==> config.mk <==
export PLATFORM = sky130hd
export DESIGN_NAME = kmp_token_stream_matcher_flat
export DESIGN_NICKNAME = d
export VERILOG_FILES = /design/src/sv/kmp_pkg.sv /design/src/sv/kmp_in_if.sv /design/src/sv/kmp_out_if.sv /design/src/sv/kmp_cell.sv /design/src/sv/kmp_token_stream_matcher.sv /design/src/flat_wrapper.sv
export SDC_FILE = /design/constraint.sdc
export NUM_CORES = 1
export LEC_CHECK = 0
export ABC_AREA = 1
export BUFFER_PORTS_ARGS = -buffer_cell sky130_fd_sc_hd__clkbuf_2
export CAP_MARGIN = 20
export CORE_ASPECT_RATIO = 0.9
export CORE_MARGIN = 3
export CORE_UTILIZATION = 55
export DETAILED_ROUTE_END_ITERATION = 10
export GPL_ROUTABILITY_DRIVEN = 0
export PLACE_DENSITY = 0.74
export SYNTH_ARGS = -nofsm -noshare
export SYNTH_HDL_FRONTEND = slang
export SYNTH_SLANG_ARGS = --single-unit
==> constraint.sdc <==
create_clock -name clk -period 5.64 [get_ports clk]
set_input_delay 1.128 -clock clk [delete_from_list [all_inputs] [get_ports clk]]
set_output_delay 1.128 -clock clk [all_outputs]
set_load 0.005 [all_outputs]
==> src/sv/kmp_pkg.sv <==
package kmp_pkg;

	localparam int MAX_PATTERN = 16;
	localparam int TOKEN_BITS  = 32;

	localparam int TOK_W   = 32;
	localparam int CMP_W   = (TOKEN_BITS < TOK_W) ? TOKEN_BITS : TOK_W;
	localparam int IDX_W   = (MAX_PATTERN > 1) ? $clog2(MAX_PATTERN) : 1;
	localparam int LEN_W   = $clog2(MAX_PATTERN + 1);
	localparam int COUNT_W = 32;

	typedef enum logic [1:0] {
		OP_LOAD    = 2'd0,
		OP_TEXT    = 2'd1,
		OP_RESTART = 2'd2,
		OP_CLEAR   = 2'd3
	} opcode_t;

	typedef enum logic [1:0] {
		STAT_OK    = 2'd0,
		STAT_FULL  = 2'd1,
		STAT_EMPTY = 2'd2
	} status_t;

	typedef enum logic {
		ST_IDLE,
		ST_EXEC
	} state_t;

	// read bus handed from cell to cell
	typedef struct packed {
		logic             hit;
		logic [IDX_W-1:0] fb;
	} link_t;

	// write controls broadcast to every cell
	typedef struct packed {
		logic             tok_we;
		logic [IDX_W-1:0] tok_idx;
		logic [CMP_W-1:0] tok;
		logic             fb_we;
		logic [IDX_W-1:0] fb_idx;
		logic [IDX_W-1:0] fb;
	} cell_wr_t;

endpackage

==> src/sv/kmp_in_if.sv <==
interface kmp_in_if
	import kmp_pkg::*;
();
	logic              valid;
	logic              ready;
	opcode_t           opcode;
	logic [TOK_W-1:0]  token;

	modport source (output valid, output opcode, output token, input ready);
	modport sink   (input valid, input opcode, input token, output ready);
endinterface

==> src/sv/kmp_out_if.sv <==
interface kmp_out_if
	import kmp_pkg::*;
();
	logic               valid;
	logic               ready;
	logic               match_found;
	logic [COUNT_W-1:0] match_count;
	status_t            status;

	modport source (output valid, output match_found, output match_count, output status,
		input ready);
	modport sink   (input valid, input match_found, input match_count, input status,
		output ready);
endinterface

==> src/sv/kmp_cell.sv <==
module kmp_cell
	import kmp_pkg::*;
(
	input  logic             clk,
	input  logic [IDX_W-1:0] pos,
	input  cell_wr_t         wr,
	input  logic [IDX_W-1:0] rd_idx,
	input  logic [CMP_W-1:0] key,
	input  link_t            link_in,
	output link_t            link_out
);

	// pattern token at this position and fallback entry of the position before
	logic [CMP_W-1:0] tok_q;
	logic [IDX_W-1:0] fb_q;

	always_ff @(posedge clk) begin
		if (wr.tok_we && wr.tok_idx == pos) begin
			tok_q <= wr.tok;
		end
		if (wr.fb_we && wr.fb_idx == pos) begin
			fb_q <= wr.fb;
		end
	end

	always_comb begin
		if (rd_idx == pos) begin
			link_out.hit = (tok_q == key);
			link_out.fb  = fb_q;
		end else begin
			link_out = link_in;
		end
	end

endmodule

==> src/sv/kmp_token_stream_matcher.sv <==
// token stream matcher with a row of pattern cells
// items channel carries opcode and token: load pattern token, text token,
// restart search, clear pattern; results channel returns one transaction
// per item with match_found, match_count and status
// an item is taken and worked on in the cycle after; each fallback step
// of the walk through the pattern cells loads a new cell index into k_q,
// and the result is registered when the walk ends; over a long text the
// fallback steps average at most one per text token
// the next item can be taken in the cycle in which the result is accepted
// one item is in flight at a time; a stalled receiver holds the result and
// the block takes no further item until that result is gone
// reset clears pattern length, prefix length, match position and count;
// pattern cells are written by loads and are not cleared
module kmp_token_stream_matcher
	import kmp_pkg::*;
(
	input  logic       clk,
	input  logic       arst_n,
	kmp_in_if.sink     items,
	kmp_out_if.source  results
);

	state_t             state_q, state_d;
	opcode_t            op_q;
	logic [CMP_W-1:0]   tok_q;
	logic [IDX_W-1:0]   k_q;
	logic [LEN_W-1:0]   len_q;
	logic [IDX_W-1:0]   prefix_q;
	logic [IDX_W-1:0]   pos_q;
	logic [IDX_W-1:0]   last_fb_q;
	logic [COUNT_W-1:0] count_q;
	logic               out_valid_q;
	logic               out_found_q;
	logic [COUNT_W-1:0] out_count_q;
	status_t            out_status_q;

	link_t              links [MAX_PATTERN+1];
	cell_wr_t           wr;

	logic               accept;
	logic               hit;
	logic               need_walk;
	logic               step_back;
	logic               finish;
	logic               is_load;
	logic               is_text;
	logic [IDX_W-1:0]   k_start;
	logic [IDX_W-1:0]   k_load;
	logic [LEN_W-1:0]   j_next;
	logic               full_match;

	assign accept        = items.valid && items.ready;
	assign items.ready   = (state_q == ST_IDLE) && (!out_valid_q || results.ready);

	assign results.valid       = out_valid_q;
	assign results.match_found = out_found_q;
	assign results.match_count = out_count_q;
	assign results.status      = out_status_q;

	assign links[0] = '0;

	for (genvar i = 0; i < MAX_PATTERN; i++) begin : g_cell
		kmp_cell u_cell (
			.clk      (clk),
			.pos      (IDX_W'(i)),
			.wr       (wr),
			.rd_idx   (k_q),
			.key      (tok_q),
			.link_in  (links[i]),
			.link_out (links[i+1])
		);
	end

	assign hit = links[MAX_PATTERN].hit;

	always_comb begin
		if (items.opcode == OP_LOAD) begin
			k_start = prefix_q;
		end else if (LEN_W'(pos_q) >= len_q) begin
			k_start = '0;
		end else begin
			k_start = pos_q;
		end
	end

	assign is_load   = (op_q == OP_LOAD) && (len_q < LEN_W'(MAX_PATTERN));
	assign is_text   = (op_q == OP_TEXT) && (len_q != '0);
	assign need_walk = is_load || is_text;
	assign step_back = need_walk && (k_q != '0) && !hit;
	assign finish    = (state_q == ST_EXEC) && !step_back;

	assign k_load     = (hit && (LEN_W'(k_q) < len_q)) ? k_q + 1'b1 : k_q;
	assign j_next     = LEN_W'(k_q) + LEN_W'(hit);
	assign full_match = (j_next >= len_q);

	always_comb begin
		wr         = '0;
		wr.tok     = tok_q;
		wr.tok_idx = len_q[IDX_W-1:0];
		wr.fb      = k_load;
		wr.fb_idx  = IDX_W'(len_q + 1'b1);
		if (finish && is_load) begin
			wr.tok_we = 1'b1;
			wr.fb_we  = (len_q != LEN_W'(MAX_PATTERN - 1));
		end
	end

	always_comb begin
		state_d = state_q;
		case (state_q)
			ST_IDLE: begin
				if (accept) begin
					state_d = ST_EXEC;
				end
			end
			ST_EXEC: begin
				if (finish) begin
					state_d = ST_IDLE;
				end
			end
			default: state_d = ST_IDLE;
		endcase
	end

	always_ff @(posedge clk or negedge arst_n) begin
		if (!arst_n) begin
			state_q <= ST_IDLE;
		end else begin
			state_q <= state_d;
		end
	end

	always_ff @(posedge clk) begin
		if (accept) begin
			op_q  <= items.opcode;
			tok_q <= items.token[CMP_W-1:0];
			k_q   <= k_start;
		end else if (state_q == ST_EXEC && step_back) begin
			k_q <= links[MAX_PATTERN].fb;
		end
	end

	always_ff @(posedge clk or negedge arst_n) begin
		if (!arst_n) begin
			len_q       <= '0;
			prefix_q    <= '0;
			pos_q       <= '0;
			last_fb_q   <= '0;
			count_q     <= '0;
			out_valid_q <= 1'b0;
		end else begin
			if (results.valid && results.ready) begin
				out_valid_q <= 1'b0;
			end
			if (finish) begin
				out_valid_q <= 1'b1;
				case (op_q)
					OP_LOAD: begin
						if (is_load) begin
							prefix_q  <= k_load;
							last_fb_q <= k_load;
							len_q     <= len_q + 1'b1;
							pos_q     <= '0;
							count_q   <= '0;
						end
					end
					OP_TEXT: begin
						if (is_text) begin
							if (full_match) begin
								pos_q <= last_fb_q;
								if (count_q != '1) begin
									count_q <= count_q + 1'b1;
								end
							end else begin
								pos_q <= j_next[IDX_W-1:0];
							end
						end
					end
					OP_CLEAR: begin
						pos_q    <= '0;
						count_q  <= '0;
						len_q    <= '0;
						prefix_q <= '0;
					end
					default: begin
						pos_q   <= '0;
						count_q <= '0;
					end
				endcase
			end
		end
	end

	always_ff @(posedge clk) begin
		if (finish) begin
			out_found_q  <= 1'b0;
			out_count_q  <= count_q;
			out_status_q <= STAT_OK;
			case (op_q)
				OP_LOAD: begin
					if (is_load) begin
						out_count_q <= '0;
					end else begin
						out_status_q <= STAT_FULL;
					end
				end
				OP_TEXT: begin
					if (!is_text) begin
						out_status_q <= STAT_EMPTY;
					end else if (full_match) begin
						out_found_q <= 1'b1;
						if (count_q != '1) begin
							out_count_q <= count_q + 1'b1;
						end
					end
				end
				default: begin
					out_count_q <= '0;
				end
			endcase
		end
	end

	a_exec_out_free: assert property (@(posedge clk) disable iff (!arst_n)
		state_q == ST_EXEC |-> !out_valid_q)
		else $error("result register busy while an item is in work");

	a_accept_exec: assert property (@(posedge clk) disable iff (!arst_n)
		accept |=> state_q == ST_EXEC)
		else $error("accepted transaction not taken into work");

	a_len_range: assert property (@(posedge clk) disable iff (!arst_n)
		len_q <= LEN_W'(MAX_PATTERN))
		else $error("pattern length beyond cell count");

	a_pos_below_len: assert property (@(posedge clk) disable iff (!arst_n)
		len_q != '0 |-> (LEN_W'(pos_q) < len_q) && (LEN_W'(prefix_q) < len_q))
		else $error("match position or prefix length not below pattern length");

endmodule

==> src/flat_wrapper.sv <==
// flat-port wrapper written by rule: the top's interface ports become plain ports
module kmp_token_stream_matcher_flat import kmp_pkg::*;
  (clk, arst_n, items_valid, items_opcode, items_token, items_ready, results_valid, results_match_found, results_match_count, results_status, results_ready);
  kmp_in_if items_i ();
  kmp_out_if results_i ();
  input  logic clk;
  input  logic arst_n;
  input wire logic [$bits(items_i.valid)-1:0] items_valid;
  input wire logic [$bits(items_i.opcode)-1:0] items_opcode;
  input wire logic [$bits(items_i.token)-1:0] items_token;
  output wire logic [$bits(items_i.ready)-1:0] items_ready;
  output wire logic [$bits(results_i.valid)-1:0] results_valid;
  output wire logic [$bits(results_i.match_found)-1:0] results_match_found;
  output wire logic [$bits(results_i.match_count)-1:0] results_match_count;
  output wire logic [$bits(results_i.status)-1:0] results_status;
  input wire logic [$bits(results_i.ready)-1:0] results_ready;
  assign items_i.valid = items_valid;
  assign items_i.opcode = items_opcode;
  assign items_i.token = items_token;
  assign items_ready = items_i.ready;
  assign results_valid = results_i.valid;
  assign results_match_found = results_i.match_found;
  assign results_match_count = results_i.match_count;
  assign results_status = results_i.status;
  assign results_i.ready = results_ready;
  kmp_token_stream_matcher u_core (.clk(clk), .arst_n(arst_n), .items(items_i), .results(results_i));
endmodule
==> results of run 1 <==
## timing repair
item | in CTS | in global routing
gates cloned | 0 | 6
pin swaps | 0 | 47
resized for setup | 9 | 152
setup buffers | 5 | 39
endpoints found under the setup margin | 22 | 48
## cell families (layout without fill, tap and decap cells)
logic type | after synthesis | count (layout)
simple gates | 926 | 926
flops | 700 | 700
xor+xnor | 404 | 404
buf+inv | 240 | 547
compound gates | 171 | 171
fa+ha+maj | 25 | 25
## flip-flops by register name, summed over array words and instances, names as in the netlist, 4 cells and up
name	cells
u_core.len_q	5
u_core.g_cell.u_cell.tok_q	512
u_core.g_cell.u_cell.fb_q	64
u_core.pos_q	4
u_core.results.match_count	32
u_core.count_q	32
u_core.tok_q	32
u_core.prefix_q	4
u_core.k_q	4
u_core.last_fb_q	4
## worst max path at each step
stage | from | end
2_1_floorplan | u_core.tok_q[17] | u_core.g_cell[3].u_cell.tok_q[0]
4_1_cts | u_core.tok_q[18] | u_core.count_q[31]
6_report | u_core.tok_q[3] | u_core.count_q[31]
5_1_grt | u_core.tok_q[3] | u_core.count_q[31]
3_3_place_gp | u_core.tok_q[7] | u_core.count_q[31]
3_5_place_dp | u_core.tok_q[10] | u_core.count_q[31]
## metrics by stage
stage | hold WS (ns) | instances | setup TNS (ns) | instance area (µm²)
2_1_floorplan | 0.450 | 2466 | 0 | 31300
3_3_place_gp | 0.471 | 3357 | -0.412 | 33400
3_5_place_dp | 0.467 | 3357 | -0.870 | 33400
4_1_cts | 0.483 | 3483 | 0 | 35600
5_1_grt | 0.522 | 3529 | -3.71 | 36800
6_report | 0.483 | 3529 | 0 | 36800
## area by class of cell
type,instances,area share
clock buffer,85,0.0503
clock inverter,36,0.00769
inverter,160,0.0176
multi-input combinational,1526,0.270
sequential,700,0.565
tap,756,0.0257
timing repair buffer,266,0.0644
## critical path, delay by kind of cell (launching register included)
kind | cells | cell delay, ns
AOI/OAI and AO/OA | 7 | 1.01
adders and majority gates | 3 | 0.62
buffers and inverters | 7 | 0.77
DFF | 1 | 0.43
and+or+nand+nor | 23 | 2.69
## cells in the final DEF (no fill, tap or decap), types with 31 or more instances in the layout
cell	netlist	layout
nor3_1	46	31
dfrtp_1	51	51
xnor2_1	313	295
clkbuf_16	0	77
nand4_1	75	75
xor2_1	91	90
buf_4	16	139
nand2_1	412	401
or2_2	85	84
clkbuf_2	0	74
nor2_1	141	109
inv_1	145	131
nand3_1	88	83
nand2_2	30	37
o21ai_0	40	39
edfxtp_1	649	649
## routing by layer
metal | up-vias | GRT usage
li1 | 9095 | -
met1 | 9988 | 0.381
met2 | 1151 | 0.393
met3 | 163 | 0.0533
met4 | 0 | 0.0791
met5 | - | 0
## power groups by stage
stage	clock network [W]	logic, W	registers [W]
6_report	0.00442	0.00379	0.00645
5_1_grt	0.00467	0.00408	0.00648
4_1_cts	0.00447	0.00338	0.00645
3_5_place_dp	0	0.00334	0.00656
3_3_place_gp	0	0.00324	0.00654
2_1_floorplan	0	0.00211	0.00659
==> impl_metrics.py, run 1 <==
metrics = {
    "synthesis": {
        "synth.avg_cell_area_um2": 12.7,
        "synth_seq_area_share": 0.663,
        "synth-compound-area-share": 0.0373,
        "synth-simple-area-share": 0.137,
        "synth_top_family_by_area": "simple AND/OR/NAND/NOR gates",
        "synth_xor_area_frac": 0.113,
        "ys.flop_type": "edfxtp_1",
        "synth_commonest_cells": "edfxtp_1, nand2_1, xnor2_1",
        "netlist_area_um2": 31300,
        "async_flop_share": 0.0729,
        "synthAdderAreaFrac": 0.00998,
        "synth_edf_count": 649,
        "yosysTopAreaCell": "edfxtp_1",
        "synth_most_common_cell": "edfxtp_1",
        "synth.top_cells.by_area": "edfxtp_1, xnor2_1, nand2_1",
        "synth_mux_area_frac": 0,
        "synth.top_cell.area_share": 0.622,
        "synth_nets": 2529,
        "ys_warn_count": 0,
        "synth_seq_cells": 700,
        "synth.distinct_cells": 51,
        "synth_cells": 2466,
    },
    "die": {
        "core_region_area_um2": 56000,
        "io_pins": 75,
        "die_y_um": 232,
        "die-area_um2": 59900,
        "rows": 82,
        "initial_utilization": 0.559,
        "die_x_um": 258,
    },
    "placement": {
        "pre_cts_ws_ns": -0.139,
        "numPortBuffers": 74,
        "hpwl_mm": 50.7,
    },
    "worst_hold_path": {
        "min_from": "u_core.prefix_q[1]",
        "holdPathStages": 2,
        "hp-class": "flip-flop to flip-flop",
        "whs_endpoint": "u_core.prefix_q[1]",
    },
    "routing": {
        "vias": 20397,
        "wl_per_cell_um": 23.1,
        "via_per_inst": 5.78,
        "drt_iter0_drc": 2823,
        "dr.pass1.iters": 5,
        "finalWirelength_mm": 81.6,
        "met1_length_mm": 33.1,
        "highest_layer": "met4",
        "ant_nets": 0,
        "dr_wl_met3_mm": 9.10,
        "drc": 0,
        "dr_wl_met2_mm": 37.1,
    },
    "cts": {
        "cts.sinks": 700,
        "cts.path.max_buffers": 3,
        "clk_pin_slew_ns": 0.06,
        "numCtsBuffers": 70,
        "cts_hold_buffers": 0,
        "clk-insertion-delay-late_ns": 0.62,
        "htree_levels": 3,
        "cts-root-buf": "clkbuf_16",
        "tritoncts": "yes",
    },
    "layout": {
        "fillers": 3937,
        "diodes": 0,
        "finalCoreUtilization": 0.656,
        "regArea_um2": 20800,
        "syn_to_final_growth_pct": 17.3,
        "multi_input_area_um2": 9920,
        "num-nets-final": 2787,
        "drive_gt1_frac": 0.233,
    },
    "critical_path": {
        "endpoint_kind": "flip-flop",
        "required_ns": 6.19,
        "cp-start-kind": "flip-flop",
        "cp_slowest_cell": "or4_4",
        "cp.arrival_ns": 6.15,
        "max_stage_delay_ns": 0.53,
        "reg2reg_from": "u_core.tok_q[3]",
        "crit_path_frequent_cell": "nand2_1",
        "r2r_cells": 40,
        "r2r-end": "u_core.count_q[31]",
        "cp_max_fo": 10,
        "critPathKind": "flip-flop to flip-flop",
        "rrSetupSlack_ns": 0.04,
    },
    "pwr": {
        "vdd_ir_drop_max_uv": 289,
        "clockPowerShare": 0.302,
        "switching_power_w": 0.00455,
        "p_total_w": 0.0147,
        "p_seq_frac": 0.440,
        "powerDensity_nw_per_um2": 399,
        "pwr-share-comb": 0.258,
        "switching_share": 0.310,
        "p_int_w": 0.0101,
        "p_leak_nw": 12.9,
    },
    "job": {
        "drv_cap": 0,
    },
    "sta": {
        "post-route-min-period_ns": 5.60,
        "tightest_slew_ns": 1.05,
        "finalHoldViolCount": 0,
        "clock.fmax_mhz": 179,
        "rsz0062_at_grt": "yes",
        "finalSetupViolCount": 0,
        "final.setup_skew_ns": 0.0274,
        "finalWorstSetupSlack_ns": 0.0392,
        "post-route-period-util": 0.993,
        "slew_viol_final": 0,
        "slew_headroom": 0.296,
    },
    "global_route": {
        "grt_remaining_overflow": 0,
        "antenna_found_initial": 1,
        "grt_pass1_vias": 19375,
        "track_usage": 0.259,
        "grt_max_degree": 55,
        "grt_pass1_wl_mm": 117,
    },
    "status": {
        "status": "complete, no violations",
    },
}
Power figures use the tool's default switching activity.
==> run 2, diff against run 1 <==
--- a/config.mk
+++ b/config.mk
@@ -16,4 +16,5 @@
 export PLACE_DENSITY = 0.74
 export SYNTH_ARGS = -nofsm -noshare
 export SYNTH_HDL_FRONTEND = slang
+export SYNTH_HIERARCHICAL = 1
 export SYNTH_SLANG_ARGS = --single-unit
==> impl_metrics.py, run 2 <==
metrics = {
    "synthesis": {
        "synth_cells": 3580,
        "netlist_area_um2": 35200,
        "yosysTopAreaCell": "edfxtp_1",
        "synth.top_cell.area_share": 0.554,
        "synth.distinct_cells": 38,
        "synth.avg_cell_area_um2": 9.83,
        "async_flop_share": 0.0729,
        "synth_seq_cells": 700,
        "ys_warn_count": 6,
        "synth_most_common_cell": "nand2_1",
        "synth.top_cells.by_area": "edfxtp_1, nand2_1, xnor2_1",
        "synth_commonest_cells": "nand2_1, edfxtp_1, inv_1",
        "synth_seq_area_share": 0.590,
        "synth_edf_count": 649,
        "ys.flop_type": "edfxtp_1",
    },
    "sta": {
        "clock.fmax_mhz": 187,
        "post-route-min-period_ns": 5.34,
        "tightest_slew_ns": 1.12,
        "finalSetupViolCount": 0,
        "final.setup_skew_ns": 0.0219,
        "slew_headroom": 0.254,
        "rsz0062_at_grt": "yes",
        "post-route-period-util": 0.946,
        "finalWorstSetupSlack_ns": 0.303,
        "slew_viol_final": 0,
        "finalHoldViolCount": 0,
    },
    "global_route": {
        "grt_max_degree": 52,
        "grt_pass1_wl_mm": 127,
        "track_usage": 0.243,
        "grt_remaining_overflow": 0,
        "antenna_found_initial": 0,
        "grt_pass1_vias": 23167,
    },
    "routing": {
        "ant_nets": 0,
        "wl_per_cell_um": 16.3,
        "drt_iter0_drc": 2385,
        "drc": 0,
        "met1_length_mm": 37.1,
        "dr.pass1.iters": 5,
        "finalWirelength_mm": 80.7,
        "dr_wl_met3_mm": 5.88,
        "vias": 24790,
        "dr_wl_met2_mm": 35.4,
        "via_per_inst": 5.02,
        "highest_layer": "met4",
    },
    "pwr": {
        "switching_power_w": 0.00538,
        "switching_share": 0.333,
        "p_leak_nw": 16.8,
        "pwr-share-comb": 0.303,
        "powerDensity_nw_per_um2": 392,
        "p_seq_frac": 0.404,
        "clockPowerShare": 0.293,
        "p_total_w": 0.0162,
        "p_int_w": 0.0108,
        "vdd_ir_drop_max_uv": 251,
    },
    "worst_hold_path": {
        "min_from": "u_core/last_fb_q[1]",
        "whs_endpoint": "u_core/last_fb_q[1]",
        "hp-class": "flip-flop to flip-flop",
        "holdPathStages": 2,
    },
    "critical_path": {
        "cp_max_fo": 8,
        "critPathKind": "flip-flop to flip-flop",
        "cp-start-kind": "flip-flop",
        "max_stage_delay_ns": 0.50,
        "endpoint_kind": "flip-flop",
        "r2r-end": "u_core/results.match_count[10]",
        "cp_slowest_cell": "edfxtp_1",
        "crit_path_frequent_cell": "nand2_1",
        "required_ns": 6.00,
        "cp.arrival_ns": 5.70,
        "rrSetupSlack_ns": 0.30,
        "reg2reg_from": "u_core/tok_q[24]",
        "r2r_cells": 50,
    },
    "layout": {
        "num-nets-final": 4091,
        "reg.largest.list": "u_core/g_cell.u_cell/tok_q: 512 flops, u_core/g_cell.u_cell/fb_q: 64 flops",
        "mostFrequentLayoutCells": "nand2_1, edfxtp_1, inv_1, xnor2_1, nor2_1",
        "final_common_cell": "nand2_1",
        "finalCoreUtilization": 0.655,
        "drive_gt1_frac": 0.122,
        "syn_to_final_growth_pct": 17.3,
        "largest_reg_flops": 512,
        "top_register": "u_core/g_cell.u_cell/tok_q",
    },
    "die": {
        "die-area_um2": 67000,
        "core_region_area_um2": 63000,
        "rows": 87,
        "die_y_um": 246,
        "die_x_um": 273,
        "io_pins": 75,
        "initial_utilization": 0.558,
    },
    "cts": {
        "cts.sinks": 700,
        "htree_levels": 3,
        "numCtsBuffers": 73,
        "clk-insertion-delay-late_ns": 0.61,
        "clk_pin_slew_ns": 0.06,
        "cts.path.max_buffers": 3,
        "cts-root-buf": "clkbuf_16",
        "tritoncts": "yes",
    },
    "status": {
        "status": "complete, no violations",
    },
    "job": {
        "drv_cap": 0,
    },
    "placement": {
        "hpwl_mm": 52.8,
        "pre_cts_ws_ns": -0.141,
        "numPortBuffers": 74,
    },
}
[run 2: cell count changes after synthesis, sizes merged, moves of 18 or more]
| cell | previous run | this run |
|---|---|---|
| nor2 | 146 | 254 |
| nand2 | 445 | 1314 |
| nor3 | 46 | 22 |
| xor2 | 91 | 23 |
| o2111ai | 14 | 32 |
| buf | 68 | 23 |
| or2 | 89 | 0 |
| o22ai | 32 | 2 |
| xnor2 | 313 | 416 |
| inv | 159 | 488 |
| nor4 | 27 | 0 |
[run 2: through the flow]
step	cell area (µm²)	TNS, ns	cells	hold WS, ns
finish	41300	0	4935	0.498
global route	41300	-2.93	4934	0.506
CTS	40700	0	4895	0.490
detailed placement	38300	-3.56	4761	0.473
global placement	38300	-0.729	4761	0.473
floorplan	35900	0	3759	0.443
[run 2: cell families after synthesis]
logic type               share of synthesized area
flip-flops                                   0.590
XOR/XNOR                                     0.109
buffers and inverters                       0.0564
AND/OR/NAND/NOR                              0.209
AO/OA/AOI/OAI                               0.0276
adder cells (fa/ha/maj)                    0.00711
other                                     0.000213
[run 2: metal layers]
| layer | up-vias | track usage |
|---|---|---|
| met4 | 0 | 0.0715 |
| met2 | 803 | 0.365 |
| met5 | - | 0 |
| met1 | 11616 | 0.367 |
| li1 | 12249 | - |
| met3 | 122 | 0.0368 |
[run 2: cell type report]
cell class	count	area, µm²
inverters	488	1840
diodes	1	2.50
fillers	4813	21800
clock buffers	91	1950
repair buffers	224	1760
clock inverters	40	402
well taps	845	1060
flip-flops and latches	700	20800
multi-input cells	2546	13500
[run 2: power by group through the flow]
stage	combinational (W)	clock [W]	sequential (W)
detailed placement	0.00458	0	0.00665
global placement	0.00447	0	0.00665
floorplan	0.00279	0	0.00700
finish	0.00490	0.00473	0.00652
CTS	0.00462	0.00482	0.00655
global route	0.00547	0.00502	0.00656
[run 2: worst max-delay path by stage]
stage / start / endpoint / slack, ns / cells past startpoint
after global routing: u_core/k_q[0] / u_core/results.match_count[10] / -0.14 / 52
after CTS: u_core/tok_q[28] / u_core/results.match_count[10] / 0.01 / 48
final: u_core/tok_q[24] / u_core/results.match_count[10] / 0.30 / 50
after floorplan: u_core/tok_q[1] / u_core/g_cell[0].u_cell/tok_q[0] / 0.09 / 44
after detailed placement: u_core/tok_q[24] / u_core/results.match_count[10] / -0.14 / 52
after global placement: u_core/tok_q[24] / u_core/results.match_count[10] / -0.07 / 52
[run 2: what timing repair did]
action                                  CTS  global route
pin swaps                                 0            39
resized for setup                         5            61
endpoints found under the setup margin   68           330
hold buffers                              0             0
buffers inserted                          3            39
[run 2: critical path, delay by kind of cell (launching register included)]
family          cells  cell delay, ns
buf+inv             3            0.43
flops               1            0.50
compound gates      1            0.18
xor+xnor            1            0.18
simple gates       42            3.21
fa+ha+maj           3            0.60
